<file path="src/hw/rtl/scs_pkg.sv">
// Shared types and constants for the stick calibration and scaling block.
package scs_pkg;

    // Channel tag width, the fixed battery channel and the stick limit
    localparam int unsigned     CH_BITS         = 3;
    localparam logic [CH_BITS-1:0] BATTERY_CHANNEL = 3'd7;
    localparam int unsigned     MAX_STICKS      = 7;

    // Action codes of an input beat
    localparam logic ACT_SAMPLE = 1'b0;
    localparam logic ACT_LOAD   = 1'b1;

    // Percent scaling: full scale, its width, quotient and result widths
    localparam int unsigned FULL_SCALE = 100;
    localparam int unsigned SCALE_BITS = 7;
    localparam int unsigned Q_BITS     = 8;
    localparam int unsigned PCT_BITS   = 8;

    // Commands from the controller to the datapath
    typedef struct packed {
        logic load;       // capture the accepted input beat
        logic update;     // calibration and battery update, numerator and divisor
        logic mult;       // numerator times full scale
        logic div_init;   // overflow precheck, seed the remainder
        logic div_step;   // one restoring division step
        logic finish;     // write the output register
    } t_cmd;

    // Status from the datapath to the controller
    typedef struct packed {
        logic need_div;   // stick sample that needs the divider
    } t_stat;

endpackage

</file>
<file path="src/hw/rtl/scs_if.sv">
// Valid/ready channel interfaces for input beats and result beats.
interface scs_in_if #(
    parameter int unsigned SAMPLE_BITS = 10
);
    logic                          valid;
    logic                          ready;
    logic                          action;
    logic [scs_pkg::CH_BITS-1:0]   channel;
    logic [SAMPLE_BITS-1:0]        raw_sample;
    logic                          capture_mid;
    logic [SAMPLE_BITS-1:0]        load_low;
    logic [SAMPLE_BITS-1:0]        load_mid;
    logic [SAMPLE_BITS-1:0]        load_high;

    modport source (
        output valid, action, channel, raw_sample, capture_mid,
               load_low, load_mid, load_high,
        input  ready
    );
    modport sink (
        input  valid, action, channel, raw_sample, capture_mid,
               load_low, load_mid, load_high,
        output ready
    );
endinterface

interface scs_out_if #(
    parameter int unsigned SAMPLE_BITS = 10
);
    logic                                 valid;
    logic                                 ready;
    logic [scs_pkg::CH_BITS-1:0]          out_channel;
    logic signed [scs_pkg::PCT_BITS-1:0]  scaled_percent;
    logic [SAMPLE_BITS-1:0]               battery_level;
    logic                                 limit_hit;

    modport source (
        output valid, out_channel, scaled_percent, battery_level, limit_hit,
        input  ready
    );
    modport sink (
        input  valid, out_channel, scaled_percent, battery_level, limit_hit,
        output ready
    );
endinterface

</file>
<file path="src/hw/rtl/scs_ctrl.sv">
// Controller state machine: sequences one item through the datapath.
module scs_ctrl (
    input  logic             i_clk,
    input  logic             i_rst_n,
    input  logic             i_in_valid,
    output logic             o_in_ready,
    output logic             o_out_valid,
    input  logic             i_out_ready,
    input  scs_pkg::t_stat   i_stat,
    output scs_pkg::t_cmd    o_cmd
);

    localparam int unsigned CNT_W = $clog2(scs_pkg::Q_BITS);

    typedef enum logic [5:0] {
        S_IDLE   = 6'b000001,
        S_UPDATE = 6'b000010,
        S_MULT   = 6'b000100,
        S_DINIT  = 6'b001000,
        S_DIV    = 6'b010000,
        S_FINISH = 6'b100000
    } t_state;

    t_state             r_state, n_state;
    logic [CNT_W-1:0]   r_cnt, n_cnt;
    logic               r_out_valid, n_out_valid;
    scs_pkg::t_cmd      cmd;

    // Next state and commands
    always_comb begin
        n_state = r_state;
        n_cnt   = r_cnt;
        cmd     = '0;
        unique case (r_state)
            S_IDLE: begin
                if (i_in_valid) begin
                    cmd.load = 1'b1;
                    n_state  = S_UPDATE;
                end
            end
            S_UPDATE: begin
                cmd.update = 1'b1;
                n_state    = i_stat.need_div ? S_MULT : S_FINISH;
            end
            S_MULT: begin
                cmd.mult = 1'b1;
                n_state  = S_DINIT;
            end
            S_DINIT: begin
                cmd.div_init = 1'b1;
                n_cnt        = '0;
                n_state      = S_DIV;
            end
            S_DIV: begin
                cmd.div_step = 1'b1;
                n_cnt        = r_cnt + 1'b1;
                if (r_cnt == CNT_W'(scs_pkg::Q_BITS - 1)) begin
                    n_state = S_FINISH;
                end
            end
            S_FINISH: begin
                // wait until the output register is free or being emptied
                if (!r_out_valid || i_out_ready) begin
                    cmd.finish = 1'b1;
                    n_state    = S_IDLE;
                end
            end
            default: begin
                n_state = S_IDLE;
            end
        endcase
    end

    // Output beat valid
    always_comb begin
        n_out_valid = r_out_valid;
        if (cmd.finish) begin
            n_out_valid = 1'b1;
        end else if (i_out_ready) begin
            n_out_valid = 1'b0;
        end
    end

    always_ff @(posedge i_clk) begin
        if (!i_rst_n) begin
            r_state     <= S_IDLE;
            r_cnt       <= '0;
            r_out_valid <= 1'b0;
        end else begin
            r_state     <= n_state;
            r_cnt       <= n_cnt;
            r_out_valid <= n_out_valid;
        end
    end

    assign o_in_ready  = (r_state == S_IDLE);
    assign o_out_valid = r_out_valid;
    assign o_cmd       = cmd;

endmodule

</file>
<file path="src/hw/rtl/scs_dpath.sv">
// Datapath: calibration points, battery filter, serial divider, output register.
module scs_dpath #(
    parameter int unsigned STICK_CHANNELS = 7,
    parameter int unsigned SAMPLE_BITS    = 10
) (
    input  logic                                 i_clk,
    input  logic                                 i_rst_n,
    input  logic                                 i_cfg_wr_en,
    input  logic                                 i_cfg_wr_data,
    input  scs_pkg::t_cmd                        i_cmd,
    output scs_pkg::t_stat                       o_stat,
    input  logic                                 i_action,
    input  logic [scs_pkg::CH_BITS-1:0]          i_channel,
    input  logic [SAMPLE_BITS-1:0]               i_raw_sample,
    input  logic                                 i_capture_mid,
    input  logic [SAMPLE_BITS-1:0]               i_load_low,
    input  logic [SAMPLE_BITS-1:0]               i_load_mid,
    input  logic [SAMPLE_BITS-1:0]               i_load_high,
    output logic [scs_pkg::CH_BITS-1:0]          o_out_channel,
    output logic signed [scs_pkg::PCT_BITS-1:0]  o_scaled_percent,
    output logic [SAMPLE_BITS-1:0]               o_battery_level,
    output logic                                 o_limit_hit
);

    localparam int unsigned SB        = SAMPLE_BITS;
    localparam int unsigned CAL_DEPTH = (STICK_CHANNELS < scs_pkg::MAX_STICKS) ?
                                        STICK_CHANNELS : scs_pkg::MAX_STICKS;
    localparam int unsigned IDX_W     = (CAL_DEPTH > 1) ? $clog2(CAL_DEPTH) : 1;
    localparam int unsigned QB        = scs_pkg::Q_BITS;
    localparam int unsigned PB        = scs_pkg::PCT_BITS;
    localparam int unsigned PROD_W    = SB + scs_pkg::SCALE_BITS;
    localparam logic [SB-1:0] MID_RST  = SB'(512);
    localparam logic [SB-1:0] HIGH_RST = SB'(1023);

    // Configuration
    logic r_ext;

    // Captured input beat
    logic                          r_action;
    logic [scs_pkg::CH_BITS-1:0]   r_ch;
    logic [SB-1:0]                 r_s;
    logic                          r_cap;
    logic [SB-1:0]                 r_ld_low, r_ld_mid, r_ld_high;

    // Calibration points and battery average
    logic [SB-1:0] r_cal_low  [CAL_DEPTH];
    logic [SB-1:0] r_cal_mid  [CAL_DEPTH];
    logic [SB-1:0] r_cal_high [CAL_DEPTH];
    logic [SB-1:0] r_bat;

    // Scaling operands and divider state
    logic [SB-1:0]     r_num, r_den;
    logic              r_neg, r_zero, r_sat, r_sample_op, r_over;
    logic [PROD_W-1:0] r_prod;
    logic [SB-1:0]     r_rem;
    logic [QB-1:0]     r_dvd, r_q;

    // Output register
    logic [scs_pkg::CH_BITS-1:0] r_out_ch;
    logic [PB-1:0]               r_out_pct;
    logic [SB-1:0]               r_out_bat;
    logic                        r_out_hit;

    // Item decode and calibration update
    logic              is_bat, is_stick, sample_op;
    logic [IDX_W-1:0]  idx;
    logic [SB-1:0]     lo, mid, hi, lo_n, mid_n, hi_n;
    logic              neg, pos, den_pos;
    logic [SB-1:0]     num, den;
    logic [SB+1:0]     bat_sum;

    always_comb begin
        is_bat    = (r_ch == scs_pkg::BATTERY_CHANNEL);
        is_stick  = !is_bat && (r_ch < scs_pkg::CH_BITS'(CAL_DEPTH));
        sample_op = is_stick && (r_action == scs_pkg::ACT_SAMPLE);
        idx       = is_stick ? r_ch[IDX_W-1:0] : '0;
        lo        = r_cal_low[idx];
        mid       = r_cal_mid[idx];
        hi        = r_cal_high[idx];
        lo_n      = (r_ext && (r_s < lo)) ? r_s : lo;
        hi_n      = (r_ext && (r_s > hi)) ? r_s : hi;
        mid_n     = r_cap ? r_s : mid;
        neg       = (r_s < mid_n);
        pos       = (r_s > mid_n);
        num       = neg ? (mid_n - r_s) : (r_s - mid_n);
        den       = neg ? (mid_n - lo_n) : (hi_n - mid_n);
        den_pos   = neg ? (mid_n > lo_n) : (hi_n > mid_n);
        bat_sum   = {2'b00, r_bat} + {1'b0, r_bat, 1'b0} + {2'b00, r_s};
    end

    assign o_stat.need_div = sample_op && (neg || pos) && den_pos;

    // Divider step: compare and subtract on the shifted remainder; overflow precheck
    logic [SB:0] trial_in, trial;
    logic        trial_ge;
    logic        dinit_over;

    always_comb begin
        trial_in   = {r_rem, r_dvd[QB-1]};
        trial      = trial_in - {1'b0, r_den};
        trial_ge   = (trial_in >= {1'b0, r_den});
        dinit_over = ({1'b0, r_prod[PROD_W-1:QB]} >= r_den);
    end

    // Result forming
    logic          q_big, res_hit;
    logic [PB-1:0] mag, pct;

    always_comb begin
        q_big   = r_over || (r_q > QB'(scs_pkg::FULL_SCALE));
        res_hit = r_sample_op && !r_zero && (r_sat || q_big);
        mag     = (r_sat || q_big) ? PB'(scs_pkg::FULL_SCALE) : PB'(r_q);
        if (!r_sample_op || r_zero) begin
            pct = '0;
        end else begin
            pct = r_neg ? (~mag + 1'b1) : mag;
        end
    end

    // Configuration register
    always_ff @(posedge i_clk) begin
        if (!i_rst_n) begin
            r_ext <= 1'b0;
        end else if (i_cfg_wr_en) begin
            r_ext <= i_cfg_wr_data;
        end
    end

    // Input beat capture
    always_ff @(posedge i_clk) begin
        if (i_cmd.load) begin
            r_action  <= i_action;
            r_ch      <= i_channel;
            r_s       <= i_raw_sample;
            r_cap     <= i_capture_mid;
            r_ld_low  <= i_load_low;
            r_ld_mid  <= i_load_mid;
            r_ld_high <= i_load_high;
        end
    end

    // Calibration points and battery filter
    always_ff @(posedge i_clk) begin
        if (!i_rst_n) begin
            for (int i = 0; i < CAL_DEPTH; i++) begin
                r_cal_low[i]  <= '0;
                r_cal_mid[i]  <= MID_RST;
                r_cal_high[i] <= HIGH_RST;
            end
            r_bat <= '0;
        end else if (i_cmd.update) begin
            if (is_bat && (r_action == scs_pkg::ACT_SAMPLE)) begin
                r_bat <= bat_sum[SB+1:2];
            end
            if (is_stick && (r_action == scs_pkg::ACT_LOAD)) begin
                r_cal_low[idx]  <= r_ld_low;
                r_cal_mid[idx]  <= r_ld_mid;
                r_cal_high[idx] <= r_ld_high;
            end else if (sample_op) begin
                r_cal_low[idx]  <= lo_n;
                r_cal_mid[idx]  <= mid_n;
                r_cal_high[idx] <= hi_n;
            end
        end
    end

    // Scaling operands, product and serial divider
    always_ff @(posedge i_clk) begin
        if (i_cmd.update) begin
            r_num       <= num;
            r_den       <= den;
            r_neg       <= neg;
            r_zero      <= !(neg || pos);
            r_sat       <= !den_pos;
            r_sample_op <= sample_op;
        end
        if (i_cmd.mult) begin
            r_prod <= {{scs_pkg::SCALE_BITS{1'b0}}, r_num}
                      * PROD_W'(scs_pkg::FULL_SCALE);
        end
        if (i_cmd.div_init) begin
            r_over <= dinit_over;
            r_rem  <= {1'b0, r_prod[PROD_W-1:QB]};
            r_dvd  <= r_prod[QB-1:0];
            r_q    <= '0;
        end
        if (i_cmd.div_step) begin
            r_rem <= trial_ge ? trial[SB-1:0] : trial_in[SB-1:0];
            r_dvd <= {r_dvd[QB-2:0], 1'b0};
            r_q   <= {r_q[QB-2:0], trial_ge};
        end
    end

    // Output register
    always_ff @(posedge i_clk) begin
        if (i_cmd.finish) begin
            r_out_ch  <= r_ch;
            r_out_pct <= pct;
            r_out_bat <= r_bat;
            r_out_hit <= res_hit;
        end
    end

    assign o_out_channel    = r_out_ch;
    assign o_scaled_percent = r_out_pct;
    assign o_battery_level  = r_out_bat;
    assign o_limit_hit      = r_out_hit;

endmodule

</file>
<file path="src/hw/rtl/stick_calibrate_and_scale.sv">
// Top level: stick calibration, percent scaling and battery smoothing.
//
// Input channel i_in carries one beat per converter sample, tagged with its
// channel: channels below STICK_CHANNELS (at most 0 to 6) are sticks, channel
// 7 is the battery. action selects sample processing or a load of one
// stick's low, middle and high calibration points. Every input beat yields
// exactly one result beat on o_out, in order.
// i_cfg_wr_en/i_cfg_wr_data write extend_borders; write it only while idle.
// Items are handled one at a time. A stick sample that needs a quotient passes
// from acceptance through an update step, a multiply step, a precheck step,
// the restoring divider (one quotient bit per cycle) and the output register.
// Battery, load, unused-channel, zero-numerator and saturated items skip the
// divider. i_in.ready rises with the result, so a new item is accepted only
// once the last one has reached the output register.
// The output register holds a finished beat while the receiver stalls; the
// next item is accepted and worked on meanwhile and waits only at its final
// step for the register to free up.
// Reset (i_rst_n low, synchronous) sets low points to 0, middle points to 512,
// high points to 1023, the battery average and extend_borders to 0, and
// empties the output register.
module stick_calibrate_and_scale #(
    parameter int unsigned STICK_CHANNELS = 7,
    parameter int unsigned SAMPLE_BITS    = 10
) (
    input  logic       i_clk,
    input  logic       i_rst_n,
    input  logic       i_cfg_wr_en,
    input  logic       i_cfg_wr_data,
    scs_in_if.sink     i_in,
    scs_out_if.source  o_out
);

    scs_pkg::t_cmd  cmd;
    scs_pkg::t_stat stat;

    // Sequencing
    scs_ctrl u_ctrl (
        .i_clk       (i_clk),
        .i_rst_n     (i_rst_n),
        .i_in_valid  (i_in.valid),
        .o_in_ready  (i_in.ready),
        .o_out_valid (o_out.valid),
        .i_out_ready (o_out.ready),
        .i_stat      (stat),
        .o_cmd       (cmd)
    );

    // Storage and arithmetic
    scs_dpath #(
        .STICK_CHANNELS (STICK_CHANNELS),
        .SAMPLE_BITS    (SAMPLE_BITS)
    ) u_dpath (
        .i_clk            (i_clk),
        .i_rst_n          (i_rst_n),
        .i_cfg_wr_en      (i_cfg_wr_en),
        .i_cfg_wr_data    (i_cfg_wr_data),
        .i_cmd            (cmd),
        .o_stat           (stat),
        .i_action         (i_in.action),
        .i_channel        (i_in.channel),
        .i_raw_sample     (i_in.raw_sample),
        .i_capture_mid    (i_in.capture_mid),
        .i_load_low       (i_in.load_low),
        .i_load_mid       (i_in.load_mid),
        .i_load_high      (i_in.load_high),
        .o_out_channel    (o_out.out_channel),
        .o_scaled_percent (o_out.scaled_percent),
        .o_battery_level  (o_out.battery_level),
        .o_limit_hit      (o_out.limit_hit)
    );

endmodule
</file>
<file path="src/flat_wrapper.sv">
// flat-port wrapper written by rule: the top's interface ports become plain ports
module stick_calibrate_and_scale_flat 
#(
    parameter int unsigned STICK_CHANNELS = 7,
    parameter int unsigned SAMPLE_BITS    = 10
)
  (i_clk, i_rst_n, i_cfg_wr_en, i_cfg_wr_data, i_in_valid, i_in_action, i_in_channel, i_in_raw_sample, i_in_capture_mid, i_in_load_low, i_in_load_mid, i_in_load_high, i_in_ready, o_out_valid, o_out_out_channel, o_out_scaled_percent, o_out_battery_level, o_out_limit_hit, o_out_ready);
  scs_in_if #(.SAMPLE_BITS(SAMPLE_BITS)) i_in_i ();
  scs_out_if #(.SAMPLE_BITS(SAMPLE_BITS)) o_out_i ();
  input  logic i_clk;
  input  logic i_rst_n;
  input  logic i_cfg_wr_en;
  input  logic i_cfg_wr_data;
  input wire logic [$bits(i_in_i.valid)-1:0] i_in_valid;
  input wire logic [$bits(i_in_i.action)-1:0] i_in_action;
  input wire logic [$bits(i_in_i.channel)-1:0] i_in_channel;
  input wire logic [$bits(i_in_i.raw_sample)-1:0] i_in_raw_sample;
  input wire logic [$bits(i_in_i.capture_mid)-1:0] i_in_capture_mid;
  input wire logic [$bits(i_in_i.load_low)-1:0] i_in_load_low;
  input wire logic [$bits(i_in_i.load_mid)-1:0] i_in_load_mid;
  input wire logic [$bits(i_in_i.load_high)-1:0] i_in_load_high;
  output wire logic [$bits(i_in_i.ready)-1:0] i_in_ready;
  output wire logic [$bits(o_out_i.valid)-1:0] o_out_valid;
  output wire logic [$bits(o_out_i.out_channel)-1:0] o_out_out_channel;
  output wire logic [$bits(o_out_i.scaled_percent)-1:0] o_out_scaled_percent;
  output wire logic [$bits(o_out_i.battery_level)-1:0] o_out_battery_level;
  output wire logic [$bits(o_out_i.limit_hit)-1:0] o_out_limit_hit;
  input wire logic [$bits(o_out_i.ready)-1:0] o_out_ready;
  assign i_in_i.valid = i_in_valid;
  assign i_in_i.action = i_in_action;
  assign i_in_i.channel = i_in_channel;
  assign i_in_i.raw_sample = i_in_raw_sample;
  assign i_in_i.capture_mid = i_in_capture_mid;
  assign i_in_i.load_low = i_in_load_low;
  assign i_in_i.load_mid = i_in_load_mid;
  assign i_in_i.load_high = i_in_load_high;
  assign i_in_ready = i_in_i.ready;
  assign o_out_valid = o_out_i.valid;
  assign o_out_out_channel = o_out_i.out_channel;
  assign o_out_scaled_percent = o_out_i.scaled_percent;
  assign o_out_battery_level = o_out_i.battery_level;
  assign o_out_limit_hit = o_out_i.limit_hit;
  assign o_out_i.ready = o_out_ready;
  stick_calibrate_and_scale #(.STICK_CHANNELS(STICK_CHANNELS), .SAMPLE_BITS(SAMPLE_BITS)) u_core (.i_clk(i_clk), .i_rst_n(i_rst_n), .i_cfg_wr_en(i_cfg_wr_en), .i_cfg_wr_data(i_cfg_wr_data), .i_in(i_in_i), .o_out(o_out_i));
endmodule
</file>
<file path="config.mk">
export PLATFORM = sky130hd
export DESIGN_NAME = stick_calibrate_and_scale_flat
export DESIGN_NICKNAME = d
export VERILOG_FILES = /design/src/hw/rtl/scs_pkg.sv /design/src/hw/rtl/scs_if.sv /design/src/hw/rtl/scs_ctrl.sv /design/src/hw/rtl/scs_dpath.sv /design/src/hw/rtl/stick_calibrate_and_scale.sv /design/src/flat_wrapper.sv
export SDC_FILE = /design/constraint.sdc
export NUM_CORES = 1
export LEC_CHECK = 0
export ABC_CLOCK_PERIOD_IN_PS = 6100
export BUFFER_PORTS_ARGS = -buffer_cell sky130_fd_sc_hd__clkbuf_2
export CELL_PAD_IN_SITES_DETAIL_PLACEMENT = 1
export CELL_PAD_IN_SITES_GLOBAL_PLACEMENT = 1
export CORE_ASPECT_RATIO = 0.7
export CORE_MARGIN = 2
export CORE_UTILIZATION = 51
export CTS_CLUSTER_SIZE = 25
export DETAILED_ROUTE_END_ITERATION = 6
export GPL_TIMING_DRIVEN = 0
export MAX_ROUTING_LAYER = met4
export PLACE_DENSITY_LB_ADDON = 0.1
export SLEW_MARGIN = 15
export SYNTH_ARGS = -nofsm -noshare
export SYNTH_HDL_FRONTEND = slang
export SYNTH_SLANG_ARGS = --single-unit
</file>
<file path="constraint.sdc">
create_clock -name i_clk -period 6.1 [get_ports i_clk]
set_clock_uncertainty 0.05 [all_clocks]
set_input_delay 0.915 -clock i_clk [delete_from_list [all_inputs] [get_ports i_clk]]
set_output_delay 0.915 -clock i_clk [all_outputs]
set_load 0.005 [all_outputs]
</file>
== Word-level counts from Yosys, hierarchy flattened ==
Memory sizes are Yosys's and may differ from the RTL's.
Index checks and enable logic that the tools add are counted.
Storage, ports and cells
  flip-flop bits (word level): 152
  latch bits: 0
  RAM bits: 210
  memory bits (read-only): 0
  input port bits: 51
  output and inout port bits: 24
  word-level logic and storage cells: 150
  memories kept: 3
Memories
  u_core.u_dpath.r_cal_high: words 7, bits a word 10, read ports 1, clocked after memory_dff 0, write ports 7, line scs_dpath.sv:48  | logic [SB-1:0] r_cal_high [CAL_DEPTH];
  u_core.u_dpath.r_cal_low: words 7, bits a word 10, read ports 1, clocked after memory_dff 0, write ports 7, line scs_dpath.sv:46  | logic [SB-1:0] r_cal_low [CAL_DEPTH];
  u_core.u_dpath.r_cal_mid: words 7, bits a word 10, read ports 1, clocked after memory_dff 0, write ports 7, line scs_dpath.sv:47  | logic [SB-1:0] r_cal_mid [CAL_DEPTH];
Cells by class
  add/sub/neg operators: 9
  multiply operators: 1
  div/mod/pow operators: 0
  $lt $le $gt $ge: 10
  eq/ne operators: 11
  shifts and indexed selects: 0
  mux-type cells: 54
  bitwise operators: 5
  reduce and logical (&&, ||, !) cells: 29
Operator list (count)
  10-bit 2-to-1 mux: 14
  10-bit subtractor: 5
  8-bit 2-to-1 mux: 6
  10-bit greater-than comparator: 4
  6-bit case mux with 6 select lines: 1
  10-bit OR reduction: 3
  1-bit 2-to-1 mux: 24
  6-bit 2-to-1 mux: 4
  10-bit less-than comparator: 2
  10-bit by 5-bit multiplier with 15-bit output, second input constant: 1
  10-bit by 11-bit adder with 12-bit output: 1
  12-bit by 10-bit adder with 12-bit output: 1
  3-bit 2-to-1 mux: 4
  11-bit by 10-bit greater-or-equal comparator with 1-bit output: 1
  9-bit by 10-bit greater-or-equal comparator with 1-bit output: 1
  1-bit logical AND: 10
  8-bit by 1-bit adder with 8-bit output, second input constant: 1
  8-bit by 7-bit greater-than comparator with 1-bit output, second input constant: 1
  8-bit NOT: 1
  3-bit equality test, second input constant: 2
  6-bit by 1-bit equality test with 1-bit output, second input constant: 1
  6-bit by 2-bit equality test with 1-bit output, second input constant: 1
  6-bit by 3-bit equality test with 1-bit output, second input constant: 1
  6-bit by 4-bit equality test with 1-bit output, second input constant: 1
  other kinds (13): 28

== Depth between registers and ports, before layout ==
An unclocked memory read counts as a cell.
  depth in word-level cells: 13
  mapped depth: 24
  gate-level depth less buffers: 19

== Hierarchy ==
A second synthesis with hierarchy kept.
Unflattened totals
  cells, all modules: 1812
  area, all modules: 20183.1 um2
Modules (own cells, without submodules)
  scs_dpath: instances 1, cells each 1751, area each 19622.6 um2, seq. area each 10159.7 um2
  scs_ctrl: instances 1, cells each 61, area each 560.5 um2, seq. area each 200.2 um2

== Worst setup path before layout ==
OpenSTA, ideal clock, no wires.
  kind: register -> register
  start: reg u_core.u_dpath.r_ch[2] (netlist bit)
  end: reg u_core.u_dpath.r_den[9] (data pin)
  library setup time: 0.261 ns
  arrival: 4.812 ns
  required time: 5.789 ns
  path slack: 0.978 ns
  stages on the path, launching flop included: 22
  buffers on the path: 4
  period minus slack after synthesis: 5.122 ns
  cells stage by stage: edfxtp_1 buf_4 a21boi_1 buf_4 buf_4 buf_4 o31ai_1 a211o_1 ha_1 a211oi_1 o21ai_0 nor4_1 nor2_2 a21oi_1 inv_1 ha_1 nor2b_1 o211ai_1 a31oi_1 o21ai_0 xor2_1 mux2i_1
On the way
  cells in the longest elaborated chain, start to end: 10
  elaborated cells on any way between the ends: 19
  classes of those cells: add/sub: 2; order compare: 4; eq/ne: 1; mux: 5; reduce/logical: 4; memory: 3
Ends and longest elaborated chain
  start, declared: line scs_dpath.sv:40  | logic [scs_pkg::CH_BITS-1:0] r_ch;
  start signal, assigned: line scs_dpath.sv:133  | r_ch <= i_channel;
  branches (longest 3 deep; another with 3-bit less-than comparator)
  3-bit 2-to-1 mux (*): line scs_dpath.sv:76  | idx = is_stick ? r_ch[IDX_W-1:0] : '0;
  memory read 7 x 10 bit, on equally long branches
  10-bit greater-than comparator or 10-bit less-than comparator (tied branches): line scs_dpath.sv:81, scs_dpath.sv:80
  1-bit logical AND, on equally long branches: line scs_dpath.sv:81, scs_dpath.sv:80
  10-bit 2-to-1 mux, on equally long branches: line scs_dpath.sv:81, scs_dpath.sv:80
  10-bit subtractor: line scs_dpath.sv:86  | den = neg ? (mid_n - lo_n) : (hi_n - mid_n);
  10-bit 2-to-1 mux (*): line scs_dpath.sv:86
  named net u_core.u_dpath.den[9]: line scs_dpath.sv:69  | logic [SB-1:0] num, den;
  end signal, assigned: line scs_dpath.sv:171  | r_den <= den;
  end, declared: line scs_dpath.sv:52  | logic [SB-1:0] r_num, r_den;
Mark *: on every way through the listed nets, which the timed path passes.
A chain may end at the register's enable or synchronous reset.

== Worst setup path after layout ==
Ends and elaborated chain as after synthesis.

==> summary.txt <==
Global route
  – Total congestion overflow: 0
  – First-pass GRT wire length: 105000 um
  – Met2 Use GR: 0.511
  – Largest net degree at the start of global routing: 47
  – Met3 GRT Util: 0.0667
  – Gr usage total: 0.344
  – Vias in the first global route: 16700
  – Busiest grt layer: met2
  – Met1 Use GR: 0.488
  – Initial antenna violation count: 1

Worst setup path
  – Crit path max fanout: 11
  – Critical Path Start: u_core.u_dpath.r_ch[2]
  – Setup crit start kind: flip-flop
  – FF-to-FF End: u_core.u_dpath.r_den[9]
  – Worst path required time: 6.34 ns
  – WS Path Type: reg2reg
  – Worst setup EP type: flip-flop
  – RR Startpoint: u_core.u_dpath.r_ch[2]
  – FF-to-FF path depth: 20
  – CP Data Arrival Time: 6.21 ns
  – Flop2flop setup slack: 0.13 ns
  – CP endpoint: u_core.u_dpath.r_den[9]

Route
  – Post-route ant nets: 0
  – Via/cell ratio: 6.47
  – Drc violations: 0
  – Pre-antenna DRT Iters: 5
  – Initial DRC count: 1863
  – DRT Wirelength: 70300 um
  – Wire length per cell: 27.5 um
  – DR vias: 16600

Layout
  – Fillers: 4226
  – Most common cell after layout, fill and taps aside: edfxtp_1
  – Final layout net count: 2187
  – Finished Layout Cells: 2559
  – Proportion of layout cells with a drive suffix above 1: 0.153
  – Area delta synth->final: 12.8%
  – Commonest non-fill, non-tap cells in the layout: 311 x edfxtp_1, 198 x nor2_1, 145 x nand2_1, 124 x ha_1, 95 x o21ai_0

CTS
  – Root Buffer: clkbuf_16
  – Worst-path clk slew: 0.07 ns
  – Clk buf depth: 3
  – Clock sinks: 362
  – Hold-fix buffers at CTS: 0
  – Total CTS buffers: 38
  – TritonCTS clock tree: yes
  – H-tree depth: 2
  – Worst skew pair latency: 0.56 ns

Logic synthesis
  – Async set or reset register ratio after synthesis: 0
  – Mapped Cells: 1869
  – Netlist cell types: 81
  – XOR/XNOR Fraction of Synth Area: 0.0178
  – Multiplexer area fraction after synthesis: 0.0536
  – Yosys reg bits: 362
  – Compound-Gate Fraction of Synth Area: 0.151
  – Post-synth EDFFs: 311
  – Synthesized area: 20600 um^2
  – Main combinational cell family by area after synthesis: compound AO/OA/AOI/OAI gates
  – Post-synthesis adder-cell area fraction: 0.0945
  – Seq/Total Area, Yosys: 0.502
  – Simple-Gate Fraction of Synth Area: 0.145
  – Net Count, Synth: 2064
  – Mean Syn Cell Area: 11.0 um^2
  – Post-synth top flop: edfxtp_1
  – YS warnings: 0

Floorplanning
  – Starting density of the core: 0.518
  – I/O Pins: 75
  – Die footprint: 42100 um^2
  – DIE HEIGHT: 172 um
  – Core Box Area: 39800 um^2
  – Cell Rows: 61
  – Die X: 244 um

Timing
  – Worst Slack Setup Final: 0.128 ns
  – Peak Freq: 167 MHz
  – Worst-Margin Slew: 1.17 ns
  – Final slew viol count: 0
  – Final hold vios: 0
  – Tmin final: 5.97 ns
  – Final Cycle Share: 0.979
  – Slew headroom: 0.215
  – Final setup viols: 0

Power
  – Peak supply drop: 0.231 mV
  – PnR Total Power: 0.00662 W
  – P_leak: 8.61 nW
  – Power per cell area: 284 nW/um^2

Hold path
  – Hold Crit Class: reg2reg

Placement
  – Buffers on Ports: 73
  – Placed cell count: 2487
  – Post-DP HPWL: 52400 um
  – Routability cong.: 0.945
  – Setup WS pre-CTS: -0.581 ns

Job
  – Max-cap check violation count: 0

Status
  – Status: finished clean
-- power by group --
group | internal (W) | leakage, nW | switching (W)
clock network | 0.00134 | 0.609 | 0.00103
registers | 0.00279 | 3.20 | 0.0000732
logic | 0.000487 | 4.81 | 0.000895
-- logic make-up after synthesis --
group | after synthesis
xor gates and xnor gates | 42
AOI/OAI and AO/OA | 446
muxes | 81
buffers and inverters | 182
adders and majority gates | 144
DFF | 362
and+or+nand+nor | 612
-- worst min path at each step --
stage	startpoint	to	slack, ns	cells after the start
detailed placement	u_core.u_dpath.r_cal_low[6][7]	u_core.u_dpath.r_cal_low[6][7]	0.40	2
finish	u_core.u_dpath.r_cal_low[6][7]	u_core.u_dpath.r_cal_low[6][7]	0.40	2
global placement	u_core.u_dpath.r_cal_mid[6][7]	u_core.u_dpath.r_cal_mid[6][7]	0.38	2
floorplan	u_core.u_dpath.r_cal_mid[6][1]	u_core.u_dpath.r_cal_mid[6][1]	0.37	2
global route	u_core.u_dpath.r_cal_low[6][7]	u_core.u_dpath.r_cal_low[6][7]	0.43	2
CTS	u_core.u_dpath.r_cal_low[6][7]	u_core.u_dpath.r_cal_low[6][7]	0.41	2
-- final cells by class --
| cell class | instances | area [um^2] | share of cell area |
|---|---|---|---|
| Sequential cell | 362 | 10400 | 0.445 |
| Multi-Input combinational cell | 1325 | 9680 | 0.415 |
| Clock buffer | 52 | 1090 | 0.0466 |
| Tap cell | 535 | 669 | 0.0287 |
| Timing Repair Buffer | 86 | 581 | 0.0249 |
| Buffer | 92 | 435 | 0.0187 |
| Inverter | 87 | 327 | 0.0140 |
| Clock inverter | 17 | 155 | 0.00666 |
| Antenna cell | 3 | 7.51 | 0.000322 |
-- per-layer routing --
metal,routed length (um),share of wire
met1,31500,0.45
met2,30400,0.43
met3,6730,0.096
met4,1630,0.023
met5,0,0
-- critical path, stage by stage, from the launching register on --
cell and delay, ns:
edfxtp_1 0.46, buf_4 0.22, buf_2 0.34, buf_2 0.39, nor2_1 0.09, a221o_1 0.33
a211o_1 0.28, ha_1 0.36, nand4_1 0.29, nor3_2 0.39, a211o_2 0.32, nor2_4 0.12
a21oi_2 0.33, inv_1 0.16, ha_1 0.34, nor2b_1 0.16, o211ai_1 0.30, a31oi_1 0.18
o21ai_0 0.28, xor2_1 0.17, mux2i_1 0.11
-- state kept, by name, indices dropped and copies added, names as in the netlist, 3 cells and up --
| register | count |
|---|---|
| u_core.u_dpath.o_battery_level | 10 |
| u_core.u_dpath.r_bat | 10 |
| u_core.u_dpath.r_ld_low | 10 |
| u_core.u_dpath.r_cal_low | 70 |
| u_core.u_dpath.r_q | 8 |
| u_core.u_dpath.r_dvd | 6 |
| u_core.u_dpath.r_ch | 3 |
| u_core.u_dpath.r_s | 10 |
| u_core.u_dpath.o_scaled_percent | 8 |
| u_core.u_dpath.r_cal_high | 70 |
| u_core.u_dpath.r_num | 10 |
| u_core.u_dpath.r_cal_mid | 70 |
| u_core.u_dpath.o_out_channel | 3 |
| u_core.u_dpath.r_den | 10 |
| u_core.u_dpath.r_prod | 15 |
| u_core.u_ctrl.r_cnt | 3 |
| u_core.u_dpath.r_ld_high | 10 |
| u_core.u_dpath.r_rem | 10 |
| u_core.u_dpath.r_ld_mid | 10 |
| u_core.u_ctrl.r_state | 6 |
-- metrics by stage --
stage | util | setup TNS [ns] | hold WS, ns | area (um^2)
6_report | 0.585 | 0 | 0.405 | 23300
5_1_grt | 0.585 | -0.00148 | 0.426 | 23300
4_1_cts | 0.582 | 0 | 0.405 | 23200
3_5_place_dp | 0.550 | -4.41 | 0.398 | 21900
3_3_place_gp | 0.544 | -9.94 | 0.379 | 21700
2_1_floorplan | - | 0 | 0.370 | 20600
-- what timing repair did --
action | CTS | global route
setup endpoints to repair | 10 | 13
pin swaps | 1 | 2
resized for setup | 12 | 43
setup buffers | 0 | 3
-- synth_stat cells (17+ instances only) --
cell type  count  area share
nor2b_1       33       0.010
xor2_1        20      0.0085
o31ai_1       18      0.0065
ha_1         124       0.075
nor3_1        28      0.0068
o22ai_1       31      0.0094
nor2_1       200       0.036
a211oi_1      18      0.0065
mux2_2        35       0.019
nand2_1      152       0.028
nand2b_1      19      0.0058
o21a_1        19      0.0069
xnor2_1       22      0.0093
o211ai_1      24      0.0087
nand3_1       30      0.0073
fa_1          20       0.019
a21oi_1       88       0.021
buf_2         18      0.0044
edfxtp_1     311        0.45
mux2i_1       24       0.012
inv_1         87       0.016
o21ai_0       97       0.024
dfxtp_1       51       0.049
nand4_1       17      0.0052
and2_1        35       0.011
o221ai_1      20      0.0085
mux4_2        20       0.022
clkbuf_1      62       0.011
Note: power is estimated with default switching activity, not from simulation.
